## src/hw/rtl/nlf_pkg.sv

```systemverilog
// ============================================================================
// nlf_pkg: shared types and constants for the newline line framer
// Sequencer state type, request kinds and fixed field widths.
// ============================================================================
`default_nettype none

package nlf_pkg;

  localparam int BYTE_W    = 8;
  localparam int MAXLEN_W  = 6;
  localparam int OUT_USR_W = 2;

  localparam logic [BYTE_W-1:0]   NEWLINE_CODE  = 8'h0A;
  localparam logic [MAXLEN_W-1:0] MAXLEN_RESET  = 6'd63;

  // request kind carried on s_tuser
  localparam logic FUNC_BYTE  = 1'b0;
  localparam logic FUNC_FLUSH = 1'b1;

  // bit positions in m_tuser
  localparam int USR_EMPTY = 0;
  localparam int USR_TRUNC = 1;

  typedef enum logic {
    ST_IDLE,
    ST_SEND
  } state_t;

endpackage

`default_nettype wire

```

## src/hw/rtl/nlf_ram.sv

```systemverilog
// ============================================================================
// nlf_ram: generic single-port-write, single-port-read RAM
// One write and one read per cycle; read data is registered.
// ============================================================================
`default_nettype none

module nlf_ram #(
  parameter int  WIDTH = 8,
  parameter int  DEPTH = 64,
  localparam int AW    = (DEPTH > 1) ? $clog2(DEPTH) : 1
) (
  input  wire logic             clk,
  input  wire logic             wr_en,
  input  wire logic [AW-1:0]    wr_addr,
  input  wire logic [WIDTH-1:0] wr_data,
  input  wire logic             rd_en,
  input  wire logic [AW-1:0]    rd_addr,
  output logic      [WIDTH-1:0] rd_data
);

  logic [WIDTH-1:0] mem [DEPTH];

  always_ff @(posedge clk) begin
    if (wr_en) begin
      mem[wr_addr] <= wr_data;
    end
    if (rd_en) begin
      rd_data <= mem[rd_addr];
    end
  end

endmodule

`default_nettype wire

```

## src/hw/rtl/newline_line_framer_top.sv

```systemverilog
// ============================================================================
// newline_line_framer_top: newline-delimited line framer
// Collects bytes into a line buffer; on newline, plays the line back one
// byte per result, cut to max_out_len, with last/empty/truncated marks.
// ============================================================================
//
//  channel   dir  handshake             payload
//  --------  ---  --------------------  -----------------------------------
//  s_*       in   s_tvalid / s_tready   s_tdata = in_byte, s_tuser = func
//  m_*       out  m_tvalid / m_tready   m_tdata = out_byte, m_tlast = last,
//                                       m_tuser = {truncated, empty_line}
//  cfg_*     in   cfg_we (no stall)     cfg_wdata = max_out_len
//
//  Byte and flush requests keep the framer in idle, where s_tready is high.
//  A newline starts playback, one result per delivered byte (one result for an
//  empty line): the line buffer RAM has one read port and a registered read,
//  and the next byte is fetched on the same edge that the current one leaves.
//  While a line drains, s_tready is low; m_tready stalls just hold the result.
//  Reset (rst, synchronous) empties the buffer and sets max_out_len to 63;
//  buffer contents are not cleared, only the fill count.
// ============================================================================
`default_nettype none

module newline_line_framer_top
  import nlf_pkg::*;
#(
  parameter int LINE_DEPTH = 64
) (
  input  wire logic                 clk,
  input  wire logic                 rst,
  // input stream
  input  wire logic                 s_tvalid,
  output logic                      s_tready,
  input  wire logic [BYTE_W-1:0]    s_tdata,   // [7:0] in_byte
  input  wire logic                 s_tuser,   // [0] func
  // result stream
  output logic                      m_tvalid,
  input  wire logic                 m_tready,
  output logic      [BYTE_W-1:0]    m_tdata,   // [7:0] out_byte
  output logic                      m_tlast,   // last
  output logic      [OUT_USR_W-1:0] m_tuser,   // [0] empty_line, [1] truncated
  // configuration
  input  wire logic                 cfg_we,
  input  wire logic [MAXLEN_W-1:0]  cfg_wdata  // max_out_len
);

  localparam int FW   = (LINE_DEPTH > 1) ? $clog2(LINE_DEPTH) : 1;
  localparam int CMPW = (FW > MAXLEN_W) ? FW : MAXLEN_W;
  localparam logic [FW-1:0] FILL_TOP = FW'(LINE_DEPTH - 1);

  state_t state, state_next;

  logic [MAXLEN_W-1:0] max_out_len;
  logic [FW-1:0]       fill;       // bytes held, always below LINE_DEPTH
  logic [FW-1:0]       idx;        // index of the byte on the output
  logic [FW-1:0]       last_idx;   // index of the final delivered byte of the line
  logic                empty_flag;
  logic                trunc_flag;

  logic              s_acc, m_acc;
  logic              byte_acc, nl_acc;
  logic              is_last;
  logic [CMPW-1:0]   fill_ext, max_ext, copy_len;
  logic [FW-1:0]     idx_inc;

  logic              wr_en, rd_en;
  logic [FW-1:0]     rd_addr;
  logic [BYTE_W-1:0] rd_data;

  assign s_acc    = s_tvalid && s_tready;
  assign m_acc    = m_tvalid && m_tready;
  assign byte_acc = s_acc && (s_tuser == FUNC_BYTE) && (s_tdata != NEWLINE_CODE);
  assign nl_acc   = s_acc && (s_tuser == FUNC_BYTE) && (s_tdata == NEWLINE_CODE);

  // length compare: delivered count is min(fill, max_out_len)
  assign fill_ext = CMPW'(fill);
  assign max_ext  = CMPW'(max_out_len);
  assign copy_len = (fill_ext < max_ext) ? fill_ext : max_ext;
  assign idx_inc  = FW'(idx + 1'b1);
  assign is_last  = empty_flag || (idx == last_idx);

  // line buffer
  assign wr_en = byte_acc;

  nlf_ram #(
    .WIDTH (BYTE_W),
    .DEPTH (LINE_DEPTH)
  ) u_ram (
    .clk     (clk),
    .wr_en   (wr_en),
    .wr_addr (fill),
    .wr_data (s_tdata),
    .rd_en   (rd_en),
    .rd_addr (rd_addr),
    .rd_data (rd_data)
  );

  // control registers
  always_ff @(posedge clk) begin
    if (rst) begin
      state       <= ST_IDLE;
      fill        <= '0;
      max_out_len <= MAXLEN_RESET;
    end else begin
      state <= state_next;
      if (cfg_we) begin
        max_out_len <= cfg_wdata;
      end
      if (s_acc) begin
        // flush, newline and a full buffer all restart collection
        if (byte_acc && (fill != FILL_TOP)) begin
          fill <= FW'(fill + 1'b1);
        end else begin
          fill <= '0;
        end
      end
    end
  end

  // line descriptor, latched at the newline
  always_ff @(posedge clk) begin
    if (nl_acc) begin
      idx        <= '0;
      last_idx   <= FW'(copy_len - 1'b1);
      empty_flag <= (copy_len == '0);
      trunc_flag <= (fill_ext > max_ext);
    end else if (m_acc) begin
      idx <= idx_inc;
    end
  end

  // next state
  always_comb begin
    state_next = state;
    unique case (state)
      ST_IDLE: begin
        if (nl_acc) begin
          state_next = ST_SEND;
        end
      end
      ST_SEND: begin
        if (m_acc && is_last) begin
          state_next = ST_IDLE;
        end
      end
      default: state_next = ST_IDLE;
    endcase
  end

  // outputs and read fetch: byte 0 is fetched on the newline, each later
  // byte on the edge that takes the previous one
  always_comb begin
    s_tready = 1'b0;
    m_tvalid = 1'b0;
    rd_en    = 1'b0;
    rd_addr  = '0;
    unique case (state)
      ST_IDLE: begin
        s_tready = 1'b1;
        // ready is high here, so a valid newline is taken this edge
        rd_en    = s_tvalid && (s_tuser == FUNC_BYTE) && (s_tdata == NEWLINE_CODE);
      end
      ST_SEND: begin
        m_tvalid = 1'b1;
        rd_en    = m_acc && !is_last;
        rd_addr  = idx_inc;
      end
      default: begin
        s_tready = 1'b0;
      end
    endcase
  end

  assign m_tdata            = empty_flag ? '0 : rd_data;
  assign m_tlast            = is_last;
  assign m_tuser[USR_EMPTY] = empty_flag;
  assign m_tuser[USR_TRUNC] = trunc_flag && is_last;

endmodule

`default_nettype wire

```

## config.mk

```make
export PLATFORM = sky130hd
export DESIGN_NAME = newline_line_framer_top
export DESIGN_NICKNAME = d
export VERILOG_FILES = /design/src/hw/rtl/nlf_pkg.sv /design/src/hw/rtl/nlf_ram.sv /design/src/hw/rtl/newline_line_framer_top.sv
export SDC_FILE = /design/constraint.sdc
export NUM_CORES = 1
export LEC_CHECK = 0
export BUFFER_PORTS_ARGS = -buffer_cell sky130_fd_sc_hd__buf_2
export CAP_MARGIN = 20
export CORE_MARGIN = 5
export CORE_UTILIZATION = 60
export CTS_CLUSTER_SIZE = 30
export DETAILED_ROUTE_END_ITERATION = 8
export HOLD_SLACK_MARGIN = 0.15
export PLACE_DENSITY = 0.76
export SYNTH_ARGS = -nofsm -noshare
export SYNTH_HDL_FRONTEND = slang
export SYNTH_SLANG_ARGS = --single-unit
```

## constraint.sdc

```tcl
create_clock -name clk -period 6.5 [get_ports clk]
set_input_delay 0 -clock clk [delete_from_list [all_inputs] [get_ports clk]]
set_output_delay 0 -clock clk [all_outputs]
set_load 0.1 [all_outputs]
```

Word-level counts from Yosys, hierarchy flattened
Memories as Yosys holds them, arrays and structs flattened. A register that Yosys moved wholly into a read port is not among the register bits.
Index checks and enable logic that the tools add are counted.
Operators by class
  add/sub/neg operators: 3
  multipliers: 0
  div/mod/pow operators: 0
  magnitude comparators: 2
  eq/ne operators: 4
  shift operators: 0
  muxes and demuxes: 12
  bitwise operators: 2
  reductions and logical operators: 14
Operators with widths (number)
  2-to-1 mux 6 bit: 3
  adder 6 x 1 -> 6 bit, second input constant: 2
  logical AND 1 bit: 11
  == test 8 x 4 -> 1 bit, second input constant: 1
  2-to-1 mux 8 bit: 1
  inequality test 8 x 4 -> 1 bit, second input constant: 1
  == test 6 bit: 1
  greater-than comparator 6 bit: 1
  zero test 6 bit: 1
  less-than comparator 6 bit: 1
  2-to-1 mux 1 bit: 6
  inequality test 6 bit, second input constant: 1
  subtractor 6 x 1 -> 6 bit, second input constant: 1
  one-hot mux 1 bit (2 select lines): 2
  inverter 1 bit: 2
  zero test 1 bit: 1
  logical OR 1 bit: 1
Word-level totals
  bits in registers: 27
  bits in latches: 0
  RAM bits: 512
  bits in read-only memories: 0
  bits of input ports: 20
  output and inout bits: 13
  logic and storage cells: 45
  memories kept: 1
Memory list
  u_ram.mem: words 64, bits a word 8, read ports 1, clocked after memory_dff 1, wr ports 1, RTL line nlf_ram.sv:21  | logic [WIDTH-1:0] mem [DEPTH];

Depth between registers and ports, before layout
  depth after elaboration: 6
  mapped depth: 12
  gate-level depth less buffers: 10

Cells and area by module
A second synthesis with hierarchy kept.
Second synthesis, totals
  cell total of the unflattened synthesis: 1128
  area total of the unflattened synthesis: 21943.5 µm²
By module, submodules not included
  nlf_ram: instances 1, cells each 940, area each 20246.9 µm², sequential area each 15615.0 µm²
  newline_line_framer_top: instances 1, cells each 188, area each 1696.6 µm², sequential area each 620.6 µm²

Worst setup path after synthesis
OpenSTA, ideal clock, no wires.
  path kind: register to register
  from: register state
  to: register u_ram.rd_data[0] (read register of u_ram.mem), data pin
  library setup time: 0.267 ns
  data arrival time: 2.839 ns
  required time: 6.233 ns
  slack: 3.394 ns
  stages on the path, launching flop included: 8
  buffers on the path: 2
  clock period less this slack: 3.106 ns
  cell sequence: dfxtp_1 -> buf_2 -> inv_1 -> clkbuf_1 -> a21oi_1 -> o221ai_1 -> a311oi_1 -> nor4_2
On the way
  longest elaborated chain between the ends: 4
  elaborated cells on any way between the ends: 6
  those cells by class: mux: 3; bitwise: 1; reduce/logical: 2
Ends and longest elaborated chain
  start, declared: RTL line newline_line_framer_top.sv:51  | state_t state, state_next;
  start signal, assigned: RTL line newline_line_framer_top.sv:105  | state <= state_next;
  2-to-1 mux 1 bit: RTL line newline_line_framer_top.sv:157  | unique case (state)
  logical AND 1 bit: RTL line newline_line_framer_top.sv:71  | assign m_acc = m_tvalid && m_tready;
  logical AND 1 bit: RTL line newline_line_framer_top.sv:165  | rd_en = m_acc && !is_last;
  one-hot mux 1 bit (2 select lines): RTL line newline_line_framer_top.sv:157
  end, declared: RTL line nlf_ram.sv:18  | output logic [WIDTH-1:0] rd_data
Several ways; a longest one is shown, not always the timed one.
A chain may end at the register's enable or synchronous reset.

Worst setup path after layout
  from: register idx[0]
  to: register u_ram.rd_data[4] (read register of u_ram.mem), data pin
On the way
  longest elaborated chain between the ends: 5
  elaborated cells on any way between the ends: 7
  those cells by class: add/sub: 1; eq/ne: 1; mux: 2; reduce/logical: 3
Ends and longest elaborated chain
  start, declared: RTL line newline_line_framer_top.sv:55  | logic [FW-1:0] idx;
  start signal, assigned: RTL line newline_line_framer_top.sv:128  | idx <= idx_inc;
  parallel branches: the longest is 5 deep, another holds adder 6 x 1 -> 6 bit
Parallel ways; which one is timed is not known.

==> run summary <==
GRT
-----------------------------------------------------------------------------------------------
Leftover overflow at the end of global routing ...................................            0
Vias in the first global route ...................................................       13,600
Global-route track usage on met2 .................................................        0.431
Global-route usage over all layers ...............................................        0.274
Pin count of the biggest net entering global routing .............................           73
First-pass GRT wire length .......................................................      85.8 mm
Met3 usage in global routing .....................................................       0.0681
Global route hottest layer .......................................................         met2
GRT met1 Usage ...................................................................        0.381
Initial antenna violation count ..................................................            1

STA
-----------------------------------------------------------------------------------------------
Least-Margin Pin Slew ............................................................      1.14 ns
Fin. Hold Viols ..................................................................            0
Setup-violating endpoint count in the final report ...............................            0
Normalized max-slew margin .......................................................        0.236
Final worst path period need .....................................................      4.35 ns
Count of pins over their slew limit ..............................................            0
RSZ-0062 raised after global routing .............................................           no
Sum Neg Setup Slack ..............................................................         0 ns
Worst Skew .......................................................................    0.0314 ns
Tightest hold margin .............................................................     0.145 ns
Fmax .............................................................................    0.230 GHz
Period utilisation layout ........................................................        0.669

LOGIC SYNTHESIS
-----------------------------------------------------------------------------------------------
Yosys warning count ..............................................................            0
Share of flip-flops with an asynchronous set or reset after synthesis ............            0
Number of flip-flops and latches in the synthesized netlist ......................          547
Prevailing post-synth register cell .............................................. sky130_fd_sc_hd__edfxtp_1
Synth top area cells ............................................................. sky130_fd_sc_hd__edfxtp_1 69%, sky130_fd_sc_hd__mux2i_1 3.9%, sky130_fd_sc_hd__mux4_2 3.4%
Synth cell types .................................................................           71
Number of nets in the synthesized netlist ........................................        1,523
Count of flip-flops with a built-in enable after synthesis .......................          528
Cell taking the most area after synthesis ........................................ sky130_fd_sc_hd__edfxtp_1
Post-synthesis cell count ........................................................        1,494
Part of the Yosys area used for sequential elements ..............................        0.712
Area of the mapped netlist .......................................................   0.0228 mm²
Fraction of post-synthesis cell area in the top cell type by area ................        0.695
Average size of a mapped cell ....................................................     15.3 µm²

WORST SETUP PATH
-----------------------------------------------------------------------------------------------
Critical Path AT .................................................................      4.71 ns
Setup crit start kind ............................................................         flop
Critical Path Fanout Max .........................................................           60
Data required time at the worst endpoint .........................................      6.86 ns
Kind of capture point of the worst setup path ....................................         flop
Classification of the worst setup path ........................................... flop to flop

ROUTE
-----------------------------------------------------------------------------------------------
Via count normalized by instance count ...........................................         6.74
Number of design-rule violations left by the first detailed-router iteration .....        2,028
Drt drc ..........................................................................            0
First-pass detailed-route iteration total ........................................            6
Post-DRT Antenna Nets ............................................................            0
Total Wirelength .................................................................      57.5 mm
Routed wirelength normalized by instance count ...................................      27.5 µm
Via total after detailed routing .................................................       14,100

POWER AND IR DROP
-----------------------------------------------------------------------------------------------
Switching power summed over all nets .............................................    0.00159 W
Pwr/cell area ....................................................................   293 mW/mm²
Power Internal ...................................................................    0.00587 W
Static power due to leakage ......................................................      8.47 nW
Sequential share of power ........................................................        0.523
Part of the power in the clock network ...........................................        0.422
IR Drop Worst-Case VDD ...........................................................   0.000255 V
Switching power as a share of total power ........................................        0.213
Combinational Power Share ........................................................        0.055

DIE
-----------------------------------------------------------------------------------------------
Core Rows ........................................................................           71
Starting density of the core .....................................................        0.607
Chip width .......................................................................       205 µm
Number of top-level pins .........................................................           33
Die Y-Extent .....................................................................       205 µm
Core area ........................................................................   0.0376 mm²
Die area .........................................................................   0.0420 mm²

PLACED DESIGN
-----------------------------------------------------------------------------------------------
Cell count after placement .......................................................        1,959
Port buffer count ................................................................           32
Placed wire-length estimate ......................................................      34.3 mm
Final weighted congestion in routability-driven placement ........................        0.931

FINISH
-----------------------------------------------------------------------------------------------
Number of fill cells in the layout ...............................................        2,459
Inserted Diodes ..................................................................            0
Post-layout net count ............................................................        1,566
Layout area overhead .............................................................        11.6%
Fin cells ........................................................................        2,090
Register area ....................................................................   0.0162 mm²
Layout cells sized above 1 .......................................................        0.132
Combined area of the multi-input logic cells .....................................  0.00605 mm²

CLOCK TREE
-----------------------------------------------------------------------------------------------
H-tree levels ....................................................................            2
Latest clock arrival within the worst-skew pair ..................................      0.61 ns
Clock input transition at the sequential cells of the worst setup and hold paths .      0.07 ns
Clk Tree Root Cell ............................................................... sky130_fd_sc_hd__clkbuf_16
Total CTS buffers ................................................................           53
Num Clock Sinks ..................................................................          547
Clock tree from TritonCTS ........................................................         done
Maximum clock path buffer count ..................................................            3

HOLD PATH
-----------------------------------------------------------------------------------------------
Worst hold-check path type ....................................................... input pin to flop

RUN
-----------------------------------------------------------------------------------------------
# Max-Cap Violations .............................................................            0

RUN STATUS
-----------------------------------------------------------------------------------------------
Run status ....................................................................... finished clean

==> synth_stat cells, types with 3 or more instances <==
master	instances
sky130_fd_sc_hd__mux4_2	34
sky130_fd_sc_hd__edfxtp_1	528
sky130_fd_sc_hd__nand4_1	7
sky130_fd_sc_hd__a211o_1	11
sky130_fd_sc_hd__a31oi_1	37
sky130_fd_sc_hd__nand3b_1	4
sky130_fd_sc_hd__dfxtp_1	19
sky130_fd_sc_hd__o22ai_1	30
sky130_fd_sc_hd__buf_6	6
sky130_fd_sc_hd__a22o_1	3
sky130_fd_sc_hd__a311o_1	4
sky130_fd_sc_hd__ha_1	9
sky130_fd_sc_hd__a221oi_1	28
sky130_fd_sc_hd__nor4_1	3
sky130_fd_sc_hd__o221ai_1	26
sky130_fd_sc_hd__nand2b_1	3
sky130_fd_sc_hd__buf_4	6
sky130_fd_sc_hd__mux2i_1	89
sky130_fd_sc_hd__nand2_1	128
sky130_fd_sc_hd__a2111oi_0	6
sky130_fd_sc_hd__nor2_1	112
sky130_fd_sc_hd__a21o_1	5
sky130_fd_sc_hd__xnor2_1	12
sky130_fd_sc_hd__a211oi_1	30
sky130_fd_sc_hd__mux2_2	13
sky130_fd_sc_hd__a22oi_1	5
sky130_fd_sc_hd__nor3_1	21
sky130_fd_sc_hd__nor2b_1	40
sky130_fd_sc_hd__nor4_2	5
sky130_fd_sc_hd__and2_1	4
sky130_fd_sc_hd__a311oi_1	7
sky130_fd_sc_hd__and3_1	3
sky130_fd_sc_hd__or3_1	4
sky130_fd_sc_hd__buf_1	10
sky130_fd_sc_hd__o311a_1	5
sky130_fd_sc_hd__o211ai_1	7
sky130_fd_sc_hd__nand3_1	27
sky130_fd_sc_hd__buf_2	37
sky130_fd_sc_hd__clkbuf_1	45
sky130_fd_sc_hd__a221o_1	9
sky130_fd_sc_hd__inv_1	14
sky130_fd_sc_hd__a21oi_1	43
sky130_fd_sc_hd__xor2_1	7
sky130_fd_sc_hd__o21ai_0	17
==> metal layers <==
layer  up-vias  routed length, µm
met3       194               6200
met2       926              27000
met4         2               2270
met1      6978              22000
met5         -                 13
li1       5990                  -
==> layout make-up <==
class | instances | share of cell area
Clock inverter | 36 | 0.0148
Tap cell | 511 | 0.0251
Clock buffer | 61 | 0.0549
Inverter | 14 | 0.00206
Timing Repair Buffer | 92 | 0.0278
Sequential cell | 547 | 0.638
Multi-Input combinational cell | 829 | 0.238
==> worst max-delay path, cell delays in order, from the launching register on <==
cell and delay (ns):
sky130_fd_sc_hd__dfxtp_4 0.95, sky130_fd_sc_hd__ha_2 0.52, sky130_fd_sc_hd__xor2_4 0.55, sky130_fd_sc_hd__buf_4 0.53, sky130_fd_sc_hd__mux4_2 0.38, sky130_fd_sc_hd__a2111oi_0 0.71
sky130_fd_sc_hd__nor3_1 0.15, sky130_fd_sc_hd__a211o_1 0.26
==> cells by family after synthesis <==
kind of cell | synth area share
DFF | 0.712
adders and majority gates | 0.00494
muxes | 0.0790
and+or+nand+nor | 0.0754
xor gates and xnor gates | 0.0116
buffers and inverters | 0.0244
AOI/OAI and AO/OA | 0.0931
==> registers in the layout (all words and copies together), names as in the netlist <==
register,cells
u_ram.mem,512
u_ram.rd_data,8
fill,6
idx,6
last_idx,6
max_ext,6
empty_flag,1
state,1
trunc_flag,1
==> layout by cell type (no fill, tap or decap), types with 6 or more instances in the layout <==
| master | instances |
|---|---|
| sky130_fd_sc_hd__edfxtp_1 | 528 |
| sky130_fd_sc_hd__nand2_1 | 127 |
| sky130_fd_sc_hd__nor2_1 | 112 |
| sky130_fd_sc_hd__mux2i_1 | 89 |
| sky130_fd_sc_hd__clkbuf_16 | 55 |
| sky130_fd_sc_hd__a21oi_1 | 43 |
| sky130_fd_sc_hd__nor2b_1 | 39 |
| sky130_fd_sc_hd__a31oi_1 | 37 |
| sky130_fd_sc_hd__mux4_2 | 34 |
| sky130_fd_sc_hd__dlygate4sd3_1 | 34 |
| sky130_fd_sc_hd__buf_2 | 32 |
| sky130_fd_sc_hd__o22ai_1 | 30 |
| sky130_fd_sc_hd__a211oi_1 | 30 |
| sky130_fd_sc_hd__a221oi_1 | 28 |
| sky130_fd_sc_hd__nand3_1 | 27 |
| sky130_fd_sc_hd__o221ai_1 | 26 |
| sky130_fd_sc_hd__buf_4 | 25 |
| sky130_fd_sc_hd__nor3_1 | 20 |
| sky130_fd_sc_hd__o21ai_0 | 17 |
| sky130_fd_sc_hd__dfxtp_1 | 17 |
| sky130_fd_sc_hd__inv_1 | 14 |
| sky130_fd_sc_hd__clkinv_2 | 14 |
| sky130_fd_sc_hd__mux2_2 | 13 |
| sky130_fd_sc_hd__xnor2_1 | 12 |
| sky130_fd_sc_hd__a211o_1 | 11 |
| sky130_fd_sc_hd__clkinv_1 | 11 |
| sky130_fd_sc_hd__a221o_1 | 9 |
| sky130_fd_sc_hd__ha_1 | 8 |
| sky130_fd_sc_hd__bufinv_16 | 8 |
| sky130_fd_sc_hd__nand4_1 | 7 |
| sky130_fd_sc_hd__a311oi_1 | 7 |
| sky130_fd_sc_hd__xor2_1 | 7 |
| sky130_fd_sc_hd__o211ai_1 | 7 |
| sky130_fd_sc_hd__a2111oi_0 | 6 |
| sky130_fd_sc_hd__clkbuf_1 | 6 |
==> per-stage QoR <==
stage          total power (W)  cell area, µm²   util  setup slack [ns]
6_report               0.00745           25500  0.678              2.15
5_1_grt                0.00765           25500  0.678              1.89
4_1_cts                0.00746           25500  0.678              2.18
3_5_place_dp           0.00435           23400  0.622              2.17
3_3_place_gp           0.00435           23300  0.621              2.25
2_1_floorplan          0.00421           22800      -              3.39
==> power groups by stage <==
stage | Combinational, W | Clock, W | Sequential (W)
6_report | 0.000408 | 0.00315 | 0.00390
5_1_grt | 0.000429 | 0.00333 | 0.00390
4_1_cts | 0.000399 | 0.00316 | 0.00390
3_5_place_dp | 0.000383 | 0 | 0.00397
3_3_place_gp | 0.000374 | 0 | 0.00397
2_1_floorplan | 0.000255 | 0 | 0.00395
==> path summary, 6_finish.rpt <==
kind              slack [ns]          endpoint        from  cells after the start
setup / recovery        2.15  u_ram.rd_data[4]      idx[0]                      7
hold / removal          0.14  u_ram.mem[52][1]  s_tdata[1]                      2
setup reg to reg        2.15  u_ram.rd_data[4]      idx[0]                      7
hold reg to reg         0.63           fill[1]     fill[1]                      2
==> timing repair <==
| action | 4_1_cts | 5_1_grt |
|---|---|---|
| hold buffers | 34 | 0 |
| buffers inserted | 0 | 0 |
| endpoints found under the hold margin | 283 | 0 |
| endpoints found under the setup margin | 0 | 0 |
| gates resized for setup | 0 | 0 |
Power figures use the tool's default switching activity.
